<file path="src/ffws_pkg.sv">
// Package with the constants, payload types and state encoding of the job scheduler.
`default_nettype none
package ffws_pkg;
   localparam int MAX_JOBS   = 64;
   localparam int JOB_BITS   = $clog2(MAX_JOBS);
   localparam int COUNT_BITS = $clog2(MAX_JOBS + 1);
   localparam int DAY_BITS   = 16;

   typedef enum logic {
      ACT_LOAD = 1'b0,
      ACT_TICK = 1'b1
   } action_type;

   typedef struct packed {
      logic                action;
      logic [DAY_BITS-1:0] start_day;
      logic [DAY_BITS-1:0] end_day;
   } req_type;

   typedef struct packed {
      logic [DAY_BITS-1:0]   day;
      logic                  granted;
      logic [JOB_BITS-1:0]   job_index;
      logic [COUNT_BITS-1:0] served_total;
   } rsp_type;

   typedef struct packed {
      logic [DAY_BITS-1:0] start_day;
      logic [DAY_BITS-1:0] end_day;
   } window_type;

   typedef enum logic [1:0] {
      ST_IDLE,
      ST_SCAN,
      ST_DONE
   } state_type;
endpackage
`default_nettype wire

</file>
<file path="src/ffws_window_mem.sv">
// Single-port-write, registered-read memory holding the job windows.
`default_nettype none
module ffws_window_mem (
   input  wire logic                         clock,
   input  wire logic                         wr_en,
   input  wire logic [ffws_pkg::JOB_BITS-1:0] wr_addr,
   input  wire ffws_pkg::window_type         wr_data,
   input  wire logic [ffws_pkg::JOB_BITS-1:0] rd_addr,
   output ffws_pkg::window_type              rd_data
);
   ffws_pkg::window_type mem_ff [ffws_pkg::MAX_JOBS];
   ffws_pkg::window_type rd_data_ff;

   always_ff @(posedge clock) begin
      if (wr_en) begin
         mem_ff[wr_addr] <= wr_data;
      end
      rd_data_ff <= mem_ff[rd_addr];
   end

   assign rd_data = rd_data_ff;
endmodule
`default_nettype wire

</file>
<file path="src/ffws_scan_ctrl.sv">
// Sequencer that loads jobs and scans the window table one entry per cycle on each tick.
`default_nettype none
module ffws_scan_ctrl (
   input  wire logic              clock,
   input  wire logic              reset,
   input  wire logic              req_valid,
   output logic                   req_stall,
   input  wire ffws_pkg::req_type req_data,
   output logic                   res_valid,
   output ffws_pkg::rsp_type      res_data,
   input  wire logic              out_ready
);
   localparam logic [ffws_pkg::DAY_BITS-1:0] DayMax = '1;

   ffws_pkg::state_type state_ff, state_in;

   logic [ffws_pkg::COUNT_BITS-1:0] entry_count_ff;
   logic [ffws_pkg::COUNT_BITS-1:0] served_count_ff;
   logic [ffws_pkg::DAY_BITS-1:0]   day_ff;
   logic [ffws_pkg::MAX_JOBS-1:0]   served_ff;
   logic [ffws_pkg::COUNT_BITS-1:0] scan_idx_ff;
   logic [ffws_pkg::JOB_BITS-1:0]   chk_idx_ff;
   logic                            chk_vld_ff;
   logic                            granted_ff;
   logic [ffws_pkg::JOB_BITS-1:0]   hit_idx_ff;

   logic                            accept;
   logic                            do_load;
   logic                            issue;
   logic                            match;
   logic                            last_chk;
   logic                            finish;
   logic [ffws_pkg::COUNT_BITS-1:0] chk_next;
   ffws_pkg::window_type            wr_window;
   ffws_pkg::window_type            rd_window;

   assign accept  = req_valid && !req_stall;
   assign do_load = accept && (req_data.action == ffws_pkg::ACT_LOAD) &&
                    (entry_count_ff < ffws_pkg::COUNT_BITS'(ffws_pkg::MAX_JOBS));
   assign issue   = (state_ff == ffws_pkg::ST_SCAN) && (scan_idx_ff < entry_count_ff);
   assign match   = chk_vld_ff && !served_ff[chk_idx_ff] &&
                    (rd_window.start_day <= day_ff) && (rd_window.end_day >= day_ff);
   assign chk_next = {1'b0, chk_idx_ff} + ffws_pkg::COUNT_BITS'(1);
   assign last_chk = chk_vld_ff && (chk_next == entry_count_ff);
   assign finish   = (state_ff == ffws_pkg::ST_SCAN) && (match || last_chk);

   assign wr_window.start_day = req_data.start_day;
   assign wr_window.end_day   = req_data.end_day;

   ffws_window_mem u_mem (
      .clock   (clock),
      .wr_en   (do_load),
      .wr_addr (entry_count_ff[ffws_pkg::JOB_BITS-1:0]),
      .wr_data (wr_window),
      .rd_addr (scan_idx_ff[ffws_pkg::JOB_BITS-1:0]),
      .rd_data (rd_window)
   );

   always_ff @(posedge clock) begin
      if (reset) begin
         state_ff <= ffws_pkg::ST_IDLE;
      end else begin
         state_ff <= state_in;
      end
   end

   always_comb begin
      state_in  = state_ff;
      req_stall = 1'b1;
      res_valid = 1'b0;
      case (state_ff)
         ffws_pkg::ST_IDLE: begin
            req_stall = 1'b0;
            if (accept && (req_data.action == ffws_pkg::ACT_TICK)) begin
               if (entry_count_ff == '0) begin
                  state_in = ffws_pkg::ST_DONE;
               end else begin
                  state_in = ffws_pkg::ST_SCAN;
               end
            end
         end
         ffws_pkg::ST_SCAN: begin
            if (finish) begin
               state_in = ffws_pkg::ST_DONE;
            end
         end
         ffws_pkg::ST_DONE: begin
            res_valid = 1'b1;
            if (out_ready) begin
               state_in = ffws_pkg::ST_IDLE;
            end
         end
         default: begin
            state_in = ffws_pkg::ST_IDLE;
         end
      endcase
   end

   always_ff @(posedge clock) begin
      if (reset) begin
         entry_count_ff  <= '0;
         served_count_ff <= '0;
         day_ff          <= ffws_pkg::DAY_BITS'(1);
         served_ff       <= '0;
         chk_vld_ff      <= 1'b0;
         granted_ff      <= 1'b0;
         hit_idx_ff      <= '0;
      end else begin
         if (do_load) begin
            served_ff[entry_count_ff[ffws_pkg::JOB_BITS-1:0]] <= 1'b0;
            entry_count_ff <= entry_count_ff + ffws_pkg::COUNT_BITS'(1);
         end
         chk_vld_ff <= issue && !finish;
         if (accept && (req_data.action == ffws_pkg::ACT_TICK)) begin
            granted_ff <= 1'b0;
            hit_idx_ff <= '0;
         end
         if (finish && match) begin
            served_ff[chk_idx_ff] <= 1'b1;
            served_count_ff       <= served_count_ff + ffws_pkg::COUNT_BITS'(1);
            granted_ff            <= 1'b1;
            hit_idx_ff            <= chk_idx_ff;
         end
         if ((state_ff == ffws_pkg::ST_DONE) && out_ready && (day_ff != DayMax)) begin
            day_ff <= day_ff + ffws_pkg::DAY_BITS'(1);
         end
      end
   end

   always_ff @(posedge clock) begin
      if (state_ff == ffws_pkg::ST_IDLE) begin
         scan_idx_ff <= '0;
      end else if (issue) begin
         scan_idx_ff <= scan_idx_ff + ffws_pkg::COUNT_BITS'(1);
      end
      chk_idx_ff <= scan_idx_ff[ffws_pkg::JOB_BITS-1:0];
   end

   assign res_data.day          = day_ff;
   assign res_data.granted      = granted_ff;
   assign res_data.job_index    = hit_idx_ff;
   assign res_data.served_total = served_count_ff;
endmodule
`default_nettype wire

</file>
<file path="src/first_fit_window_job_scheduler_top.sv">
// Top level of the first-fit window job scheduler with its result output register.
//
// A load transfer (action 0) stores one job window and gives no result; loads past 64
// entries are dropped. A tick transfer (action 1) scans the stored windows through one
// compare unit, one entry per cycle from the lowest index, stopping at the first unserved
// job whose window holds the current day. The single memory read port feeds the compare
// unit through its read register; the result then sits in an output register so the next
// transfer can be taken while it waits. The day starts at 1 and saturates at 65535.
`default_nettype none
module first_fit_window_job_scheduler_top (
   input  wire logic              clock,
   input  wire logic              reset,
   input  wire logic              req_valid,
   output logic                   req_stall,
   input  wire ffws_pkg::req_type req_data,
   output logic                   rsp_valid,
   input  wire logic              rsp_stall,
   output ffws_pkg::rsp_type      rsp_data
);
   logic              res_valid;
   ffws_pkg::rsp_type res_data;
   logic              out_ready;
   logic              rsp_valid_ff;
   ffws_pkg::rsp_type rsp_data_ff;

   assign out_ready = !rsp_valid_ff || !rsp_stall;

   ffws_scan_ctrl u_ctrl (
      .clock     (clock),
      .reset     (reset),
      .req_valid (req_valid),
      .req_stall (req_stall),
      .req_data  (req_data),
      .res_valid (res_valid),
      .res_data  (res_data),
      .out_ready (out_ready)
   );

   always_ff @(posedge clock) begin
      if (reset) begin
         rsp_valid_ff <= 1'b0;
      end else if (res_valid && out_ready) begin
         rsp_valid_ff <= 1'b1;
      end else if (!rsp_stall) begin
         rsp_valid_ff <= 1'b0;
      end
   end

   always_ff @(posedge clock) begin
      if (res_valid && out_ready) begin
         rsp_data_ff <= res_data;
      end
   end

   assign rsp_valid = rsp_valid_ff;
   assign rsp_data  = rsp_data_ff;

   a_no_grant_zero_index: assert property (@(posedge clock) disable iff (reset)
      (rsp_valid && !rsp_data.granted) |-> (rsp_data.job_index == '0))
      else $error("result without a grant carries a nonzero job index");

   a_tick_blocks_input: assert property (@(posedge clock) disable iff (reset)
      (req_valid && !req_stall && (req_data.action == ffws_pkg::ACT_TICK)) |=> req_stall)
      else $error("input taken again right after a tick transfer");

   a_total_bounded: assert property (@(posedge clock) disable iff (reset)
      rsp_valid |-> (rsp_data.served_total <= ffws_pkg::COUNT_BITS'(ffws_pkg::MAX_JOBS)))
      else $error("served total exceeds table capacity");

   a_day_nonzero: assert property (@(posedge clock) disable iff (reset)
      rsp_valid |-> (rsp_data.day != '0))
      else $error("result reports day zero");
endmodule
`default_nettype wire
</file>
<file path="config.mk">
export PLATFORM = sky130hd
export DESIGN_NAME = first_fit_window_job_scheduler_top
export DESIGN_NICKNAME = d
export VERILOG_FILES = /design/src/ffws_pkg.sv /design/src/ffws_window_mem.sv /design/src/ffws_scan_ctrl.sv /design/src/first_fit_window_job_scheduler_top.sv
export SDC_FILE = /design/constraint.sdc
export NUM_CORES = 2
export LEC_CHECK = 0
export BUFFER_PORTS_ARGS = -buffer_cell sky130_fd_sc_hd__buf_2
export CORE_UTILIZATION = 30
export CTS_BUF_LIST = sky130_fd_sc_hd__clkbuf_16
export DETAILED_ROUTE_END_ITERATION = 6
export GPL_TIMING_DRIVEN = 0
export SYNTH_ARGS = -nofsm -noshare
export SYNTH_HDL_FRONTEND = slang
export SYNTH_SLANG_ARGS = --single-unit
export TNS_END_PERCENT = 50
</file>
<file path="constraint.sdc">
create_clock -name clock -period 3.93 [get_ports clock]
set_input_delay 0.393 -clock clock [delete_from_list [all_inputs] [get_ports clock]]
set_output_delay 0.393 -clock clock [all_outputs]
set_load 0.03 [all_outputs]
</file>
Yosys cells after proc, flatten, opt, wreduce, memory -nomap -nowiden
Memory sizes are Yosys's and may differ from the RTL's. A register that Yosys moved wholly into a read port is not among the register bits.
Index checks and enable logic that the tools add are counted.
{ "word_totals": {"wordCells": 92, "ram_bits": 2048, "inputBits": 37, "memories": 1, "register_bits": 148, "out_inout_bits": 32} }
{ "mem_list": {"columns": ["name", "words", "width", "read_ports", "rd_clocked_by_memory_dff", "wr", "line_no", "rtl"], "rows": [
  ["u_ctrl.u_mem.mem_ff", 64, 32, 1, 1, 1, "ffws_window_mem.sv:11", "ffws_pkg::window_type mem_ff [ffws_pkg::MAX_JOBS];"]
]} }
{ "op_classes": {"bitwise": 4, "n_lt_le_gt_ge": 8, "n_mux": 24, "n_addsub": 5, "eq_ne": 8, "reduce_logical": 27} }
{ "op_table": {"columns": ["operator", "count"], "rows": [
  ["$mux 64", 3],
  ["$and 64x64->64", 1],
  ["$not 64->64", 1],
  ["$or 64x64->64", 1],
  ["$add 7x1->7 const B", 3],
  ["$logic_and 1x1->1", 17],
  ["$add 16x1->16 const B", 1],
  ["$ge 16x16->1", 1],
  ["$le 16x16->1", 1],
  ["$ne 16x16->1 const B", 1],
  ["$lt 6x7->1 const B", 2],
  ["$demux 1 s6", 2],
  ["$ge 6x1->1 const B", 2],
  ["$mux 6", 2],
  ["$mux 1", 11],
  ["$mux 2", 4],
  ["$add 6x1->7 const B", 1],
  ["$eq 7x7->1", 1],
  ["$logic_not 7->1", 1],
  ["$lt 7x7->1", 1],
  ["$lt 7x7->1 const B", 1],
  ["$bmux 1 s6", 1],
  ["$pmux 2 s3", 1],
  ["$logic_not 1->1", 4],
  ["other kinds (9)", 12]
]} }

Depth between registers and ports, before layout
{ "depth": {"depth_word": 10, "ltp_mapped": 15, "mapped_depth_nobuf": 10} }

Hierarchy
Synthesis repeated with hierarchy kept, for this count alone.
{ "hier_totals": {"cells_unflattened": 4143, "area_unflattened_um2": 86120.1} }
{ "modules_own_cells": {"columns": ["mod", "cells_per_inst", "area_each_um2", "seq_area_each_um2", "instances"], "rows": [
  ["ffws_window_mem", 3324, 78515.3, 62139.6, 1],
  ["ffws_scan_ctrl", 784, 6665.1, 2342.2, 1],
  ["first_fit_window_job_scheduler_top", 35, 939.7, 920.9, 1]
]} }

Worst setup path after synthesis
No wires, ideal clock.
{ "synth_timing": {"kind": "register to register", "startpoint": "reg u_ctrl.state_ff[1]", "endpoint": "reg u_ctrl.served_ff[63] in the netlist's numbering", "stages_incl_launch_ff": 9, "setup_ns": 0.130, "path_buffers": 0, "period_less_slack_ns": 4.046, "arrival_ns": 3.915, "slack_ns": -0.116, "required_ns": 3.800, "path_cell_list": "dfxtp_1 -> nor2_1 -> inv_1 -> nor4b_1 -> and2_1 -> nand3_1 -> nor2_1 -> or3b_2 -> o31ai_1"} }
{ "synth_between": {"elab_chain_len": 8, "word_cells_on_any_way": 11, "classes_between": "1 x eq/ne; 3 x mux; 1 x bitwise; 6 x reduce/logical"} }
{ "synth_rtl": {"columns": ["item", "line_no", "rtl"], "rows": [
  ["from (decl)", "ffws_scan_ctrl.sv:15", "ffws_pkg::state_type state_ff, state_in;"],
  ["from (signal assigned)", "ffws_scan_ctrl.sv:61", "state_ff <= ffws_pkg::ST_IDLE;"],
  ["from (signal assigned)", "ffws_scan_ctrl.sv:63", "state_ff <= state_in;"],
  ["$logic_not 2->1", "ffws_scan_ctrl.sv:71", "case (state_ff)"],
  ["$logic_and 1x1->1", "ffws_scan_ctrl.sv:37", "assign accept = req_valid && !req_stall;"],
  ["$logic_and 1x1->1 (2 in series)", "ffws_scan_ctrl.sv:38", "assign do_load = accept && (req_data.action == ffws_pkg::ACT_LOAD) &&"],
  ["$mux 64", "ffws_scan_ctrl.sv:109", "if (do_load) begin"],
  ["$mux 64", "ffws_scan_ctrl.sv:100", "if (reset) begin"],
  ["$or 64x64->64 (no source line)", null, null],
  ["$mux 64 (*)", "ffws_scan_ctrl.sv:118", "if (finish && match) begin"],
  ["to (signal assigned)", "ffws_scan_ctrl.sv:104", "served_ff <= '0;"],
  ["to (signal, indexed assignment)", "ffws_scan_ctrl.sv:110", "served_ff[entry_count_ff[ffws_pkg::JOB_BITS-1:0]] <= 1'b0;"],
  ["to (signal, indexed assignment)", "ffws_scan_ctrl.sv:119", "served_ff[chk_idx_ff] <= 1'b1;"],
  ["to (decl)", "ffws_scan_ctrl.sv:20", "logic [ffws_pkg::MAX_JOBS-1:0] served_ff;"]
]} }
Every way passes the cells marked *; elsewhere a longest branch is shown, timed or not. The select of a mux whose other input is x is not followed.
A chain may end at the register's enable or synchronous reset.

==> results.md <==
* Largest family of logic cells by synthesized area: multiplexers
* HP Start: req_data[12]
* Ys flop type: edfxtp_1
* Hold Path Sink: u_ctrl.u_mem.mem_ff[24][12]$_DFFE_PP_
* Clk sinks at 2,228
* Synth Area in Adders at 0.6434%
* Global-route wire length before repair at 328.9 mm
* Port bufs at 67
* Worst path buffer plus inverter count at 3
* Share of the synthesized area in the top cell type at 72.93%
* Met3 GRT Util at 4.037%
* Commonest non-fill, non-tap cell in the layout: edfxtp_1
* Worst slack, placed at -1.436 ns
* GR peak layer: met2
* Met1 Usage GRT at 21.58%
* Synth Area in Compound Gates at 1.474%
* Mapped Cells at 3,785
* Psw at 0.009627 W
* Worst VDD drop at 0.4219 mV
* NumNets Final at 4,339
* Share of layout cells above drive strength 1 at 31.66%
* Arrival @ worst endpoint at 4.66 ns
* Clock Pin Slew Worst Setup and Hold Paths at 0.06 ns
* CTS tree: done
* Power Density at 467.1 nW/um2
* Inserted Clock Buffers at 222
* Setup TNS at 0 ns
* Rows at 195
* Area share of and/or/nand/nor cells after synthesis at 1.957%
* Origin of the critical flop-to-flop path: u_ctrl.scan_idx_ff[1]$_SDFFE_PP0P_
* CP max stage delay at 0.66 ns
* Largest net degree at the start of global routing at 65
* Final Hold Vio Count at 0
* XOR/XNOR Fraction of Synth Area at 0.2457%
* Clk_lat worst skew at 0.86 ns
* Setup CP Type: flip-flop to flip-flop
* Syn avg cell area at 22.61 um2
* # DRC at 0
* Combinational fraction of design power at 1.7%
* Syn Nets at 3,866
* Max frequency at 254.6 MHz
* Failing checks: capacitance limit, slew limit
* Power share of the clock group at 43.6%
* Synth warn at 0
* GR Layer Usage met2 at 25.98%
* Critical Path Most Common Cell: mux4_2
* Initial antenna violation count at 33
* WL final at 235.3 mm
* Wire per inst at 28.69 um
* Dpl cells at 7,663
* Slew @ Worst Pin at 1.502 ns
* Library cells used by synthesis at 59
* Most frequent cells in the layout: 2,078 x edfxtp_1, 678 x mux4_2, 224 x clkbuf_16, 150 x dfxtp_1, 114 x clkbuf_1
* Slowest CP cell: clkbuf_2
* Worst EP required at 4.66 ns
* # IOs at 69
* Drt first pass iters at 5
* Fin. max-slew vios at 10
* Antenna Violating Nets Remaining at 0
* Synth async-reset ratio at 0%
* Hold WC Path Type: input pin to flip-flop
* Chip width at 536.1 um
* Yosys reg bits at 2,228
* Post-synth top area cell: edfxtp_1
* Gr usage total at 16.33%
* Status: finished, violations left
* Reg-to-reg endpoint: u_ctrl.u_mem.rd_data[19]$_DFF_P_
* Min Tclk post-route at 3.928 ns
* Die height at 536.1 um
* EDFF count, synth at 2,078
* Vias in the first global route at 42,340
* Routability cong. at 0.9037
* Skew final at 0.07547 ns
* Startpoint Class: flip-flop
* Stages on worst setup path at 6
* RSZ-0062 raised after global routing: true
* Seq/Total Area, Yosys at 76.44%
* Final number of setup-violating endpoints at 0
* Core ar. at 283,000 um2
* Period utilization at 99.94%
* GR Overflow Total at 0
* Fin cells at 8,201
* Total of max-cap violations at 1
* Max transition margin at -0.1160%
* Layout Area Growth over Synthesis at 18.82%
* Worst path cell trace: clkbuf_2, clkbuf_2, clkbuf_1, mux4_2, mux4_2, mux4_2
* Vias at 41,980
* Crit-path leading delay family: buffers and inverters
* Sequential share of power at 54.7%
* Max Root-Sink Buffers at 3
* Crit-path max FO at 10
* Initial DRC Count at 5,202
* Proportion of synthesized area in mux cells at 18.09%
* Root Buffer: clkbuf_16
* Starting density of the core at 30.23%
* Worst R2R Setup Slack at 0.002 ns
* Cell-internal power at 0.03786 W
* Leak at 30.24 nW
* Worst hold slack at 0.1069 ns
* Syn Std Cell Area at 85,560 um2
* Sw Share at 20.27%
* WHS Path Cells at 1
* Setup ws final at 0.002498 ns
* Routed vias/inst at 5.119
* Die ar. at 287,400 um2
* Reg2reg path depth at 6
* # H-tree levels at 4
* Worst Setup End Kind: flip-flop
* Synth top area cells: edfxtp_1 73%, mux4_2 18%, dfxtp_1 3.5%, clkbuf_1 0.71%, ha_1 0.64%
* DP HPWL at 153.6 mm
==> through the flow <==
stage	total power, W	utilization, %	cell area, um2
after floorplan	0.02670	-	85580
after global placement	0.02723	32.01	90600
after detailed placement	0.02728	32.73	92640
after CTS	0.04782	35.84	101400
after global routing	0.04874	35.91	101600
final	0.04749	35.92	101700
==> registers in the layout, summed over array words and instances (netlist names) <==
name,flops
u_ctrl.u_mem.mem_ff,2048
u_ctrl.served_ff,64
u_ctrl.u_mem.rd_data,32
rsp_data,30
u_ctrl.day_ff,16
u_ctrl.entry_count_ff,7
u_ctrl.scan_idx_ff,7
u_ctrl.served_count_ff,7
u_ctrl.chk_idx_ff,6
u_ctrl.hit_idx_ff,6
u_ctrl.state_ff,2
rsp_valid,1
u_ctrl.chk_vld_ff,1
u_ctrl.granted_ff,1
==> cell families (layout without fill, tap and decap cells) <==
| logic type | count (synthesis) | count (layout) |
|---|---|---|
| AOI/OAI and AO/OA | 220 | 220 |
| xor gates and xnor gates | 24 | 24 |
| adders and majority gates | 44 | 44 |
| buffers and inverters | 252 | 905 |
| DFF | 2228 | 2228 |
| muxes | 698 | 698 |
| other | 0 | 17 |
| and+or+nand+nor | 319 | 322 |
==> power groups by stage <==
| stage | Clock (W) | Sequential, W | Combinational, W |
|---|---|---|---|
| 2_1_floorplan | 0 | 0.0265 | 0.000188 |
| 3_3_place_gp | 0 | 0.0265 | 0.000719 |
| 3_5_place_dp | 0 | 0.0265 | 0.000770 |
| 4_1_cts | 0.0210 | 0.0260 | 0.000781 |
| 5_1_grt | 0.0219 | 0.0260 | 0.000838 |
| 6_report | 0.0207 | 0.0260 | 0.000788 |
==> worst max path at each step <==
stage | startpoint | endpoint
detailed placement | u_ctrl.scan_idx_ff[0]$_SDFFE_PP0P_ | u_ctrl.u_mem.rd_data[14]$_DFF_P_
CTS | u_ctrl.state_ff[1]$_SDFFE_PP0P_ | u_ctrl.u_mem.mem_ff[42][11]$_DFFE_PP_
global placement | u_ctrl.state_ff[1]$_SDFFE_PP0P_ | u_ctrl.u_mem.mem_ff[38][13]$_DFFE_PP_
floorplan | u_ctrl.state_ff[1]$_SDFFE_PP0P_ | u_ctrl.served_ff[63]$_SDFF_PP0_
finish | u_ctrl.scan_idx_ff[1]$_SDFFE_PP0P_ | u_ctrl.u_mem.rd_data[19]$_DFF_P_
global route | u_ctrl.scan_idx_ff[1]$_SDFFE_PP0P_ | u_ctrl.u_mem.rd_data[18]$_DFF_P_
==> layout make-up <==
| class | instances | area (um2) |
|---|---|---|
| sequential | 2228 | 65400 |
| timing repair buffer | 247 | 3368 |
| clock buffer | 224 | 5605 |
| fill | 25670 | 181400 |
| inverter | 39 | 146.4 |
| multi-input combinational | 1308 | 19720 |
| clock inverter | 183 | 1583 |
| antenna | 17 | 42.54 |
| buffer | 212 | 1119 |
| tap | 3743 | 4683 |
==> synth_stat cells (4+ instances only) <==
| cell | instances |
|---|---|
| edfxtp_1 | 2078 |
| mux4_2 | 678 |
| clkbuf_1 | 162 |
| dfxtp_1 | 150 |
| nor2_1 | 106 |
| a21oi_1 | 92 |
| o21ai_0 | 72 |
| ha_1 | 44 |
| nand3_1 | 41 |
| buf_1 | 39 |
| inv_1 | 38 |
| nand2_1 | 37 |
| or3_1 | 33 |
| or4_1 | 32 |
| xnor2_1 | 20 |
| nand4_1 | 14 |
| o31ai_1 | 13 |
| mux2i_1 | 12 |
| or3b_2 | 10 |
| buf_2 | 8 |
| mux2_2 | 8 |
| nor3_1 | 8 |
| nand2b_1 | 7 |
| nor2b_1 | 7 |
| nor4_1 | 7 |
| a21o_1 | 6 |
| o211ai_1 | 5 |
| o22ai_1 | 5 |
| and2_1 | 4 |
| buf_6 | 4 |
| xor2_1 | 4 |
==> per-layer routing <==
layer / vias to the layer above / share of wire (%) / wire length [um]
li1: 17110 / - / -
met1: 22730 / 40 / 94840
met2: 1770 / 47 / 111400
met3: 364 / 8.5 / 20060
met4: 8 / 3.8 / 8938
met5: - / 0.019 / 45
==> timing repair <==
item	in CTS	in global routing
resized for setup	111	28
hold endpoints to repair	14	5
pin swaps	54	4
setup endpoints to repair	2155	265
gates cloned	3	0
buffers inserted	94	10
hold buffers	3	2
Note: power is estimated with default switching activity, not from simulation.
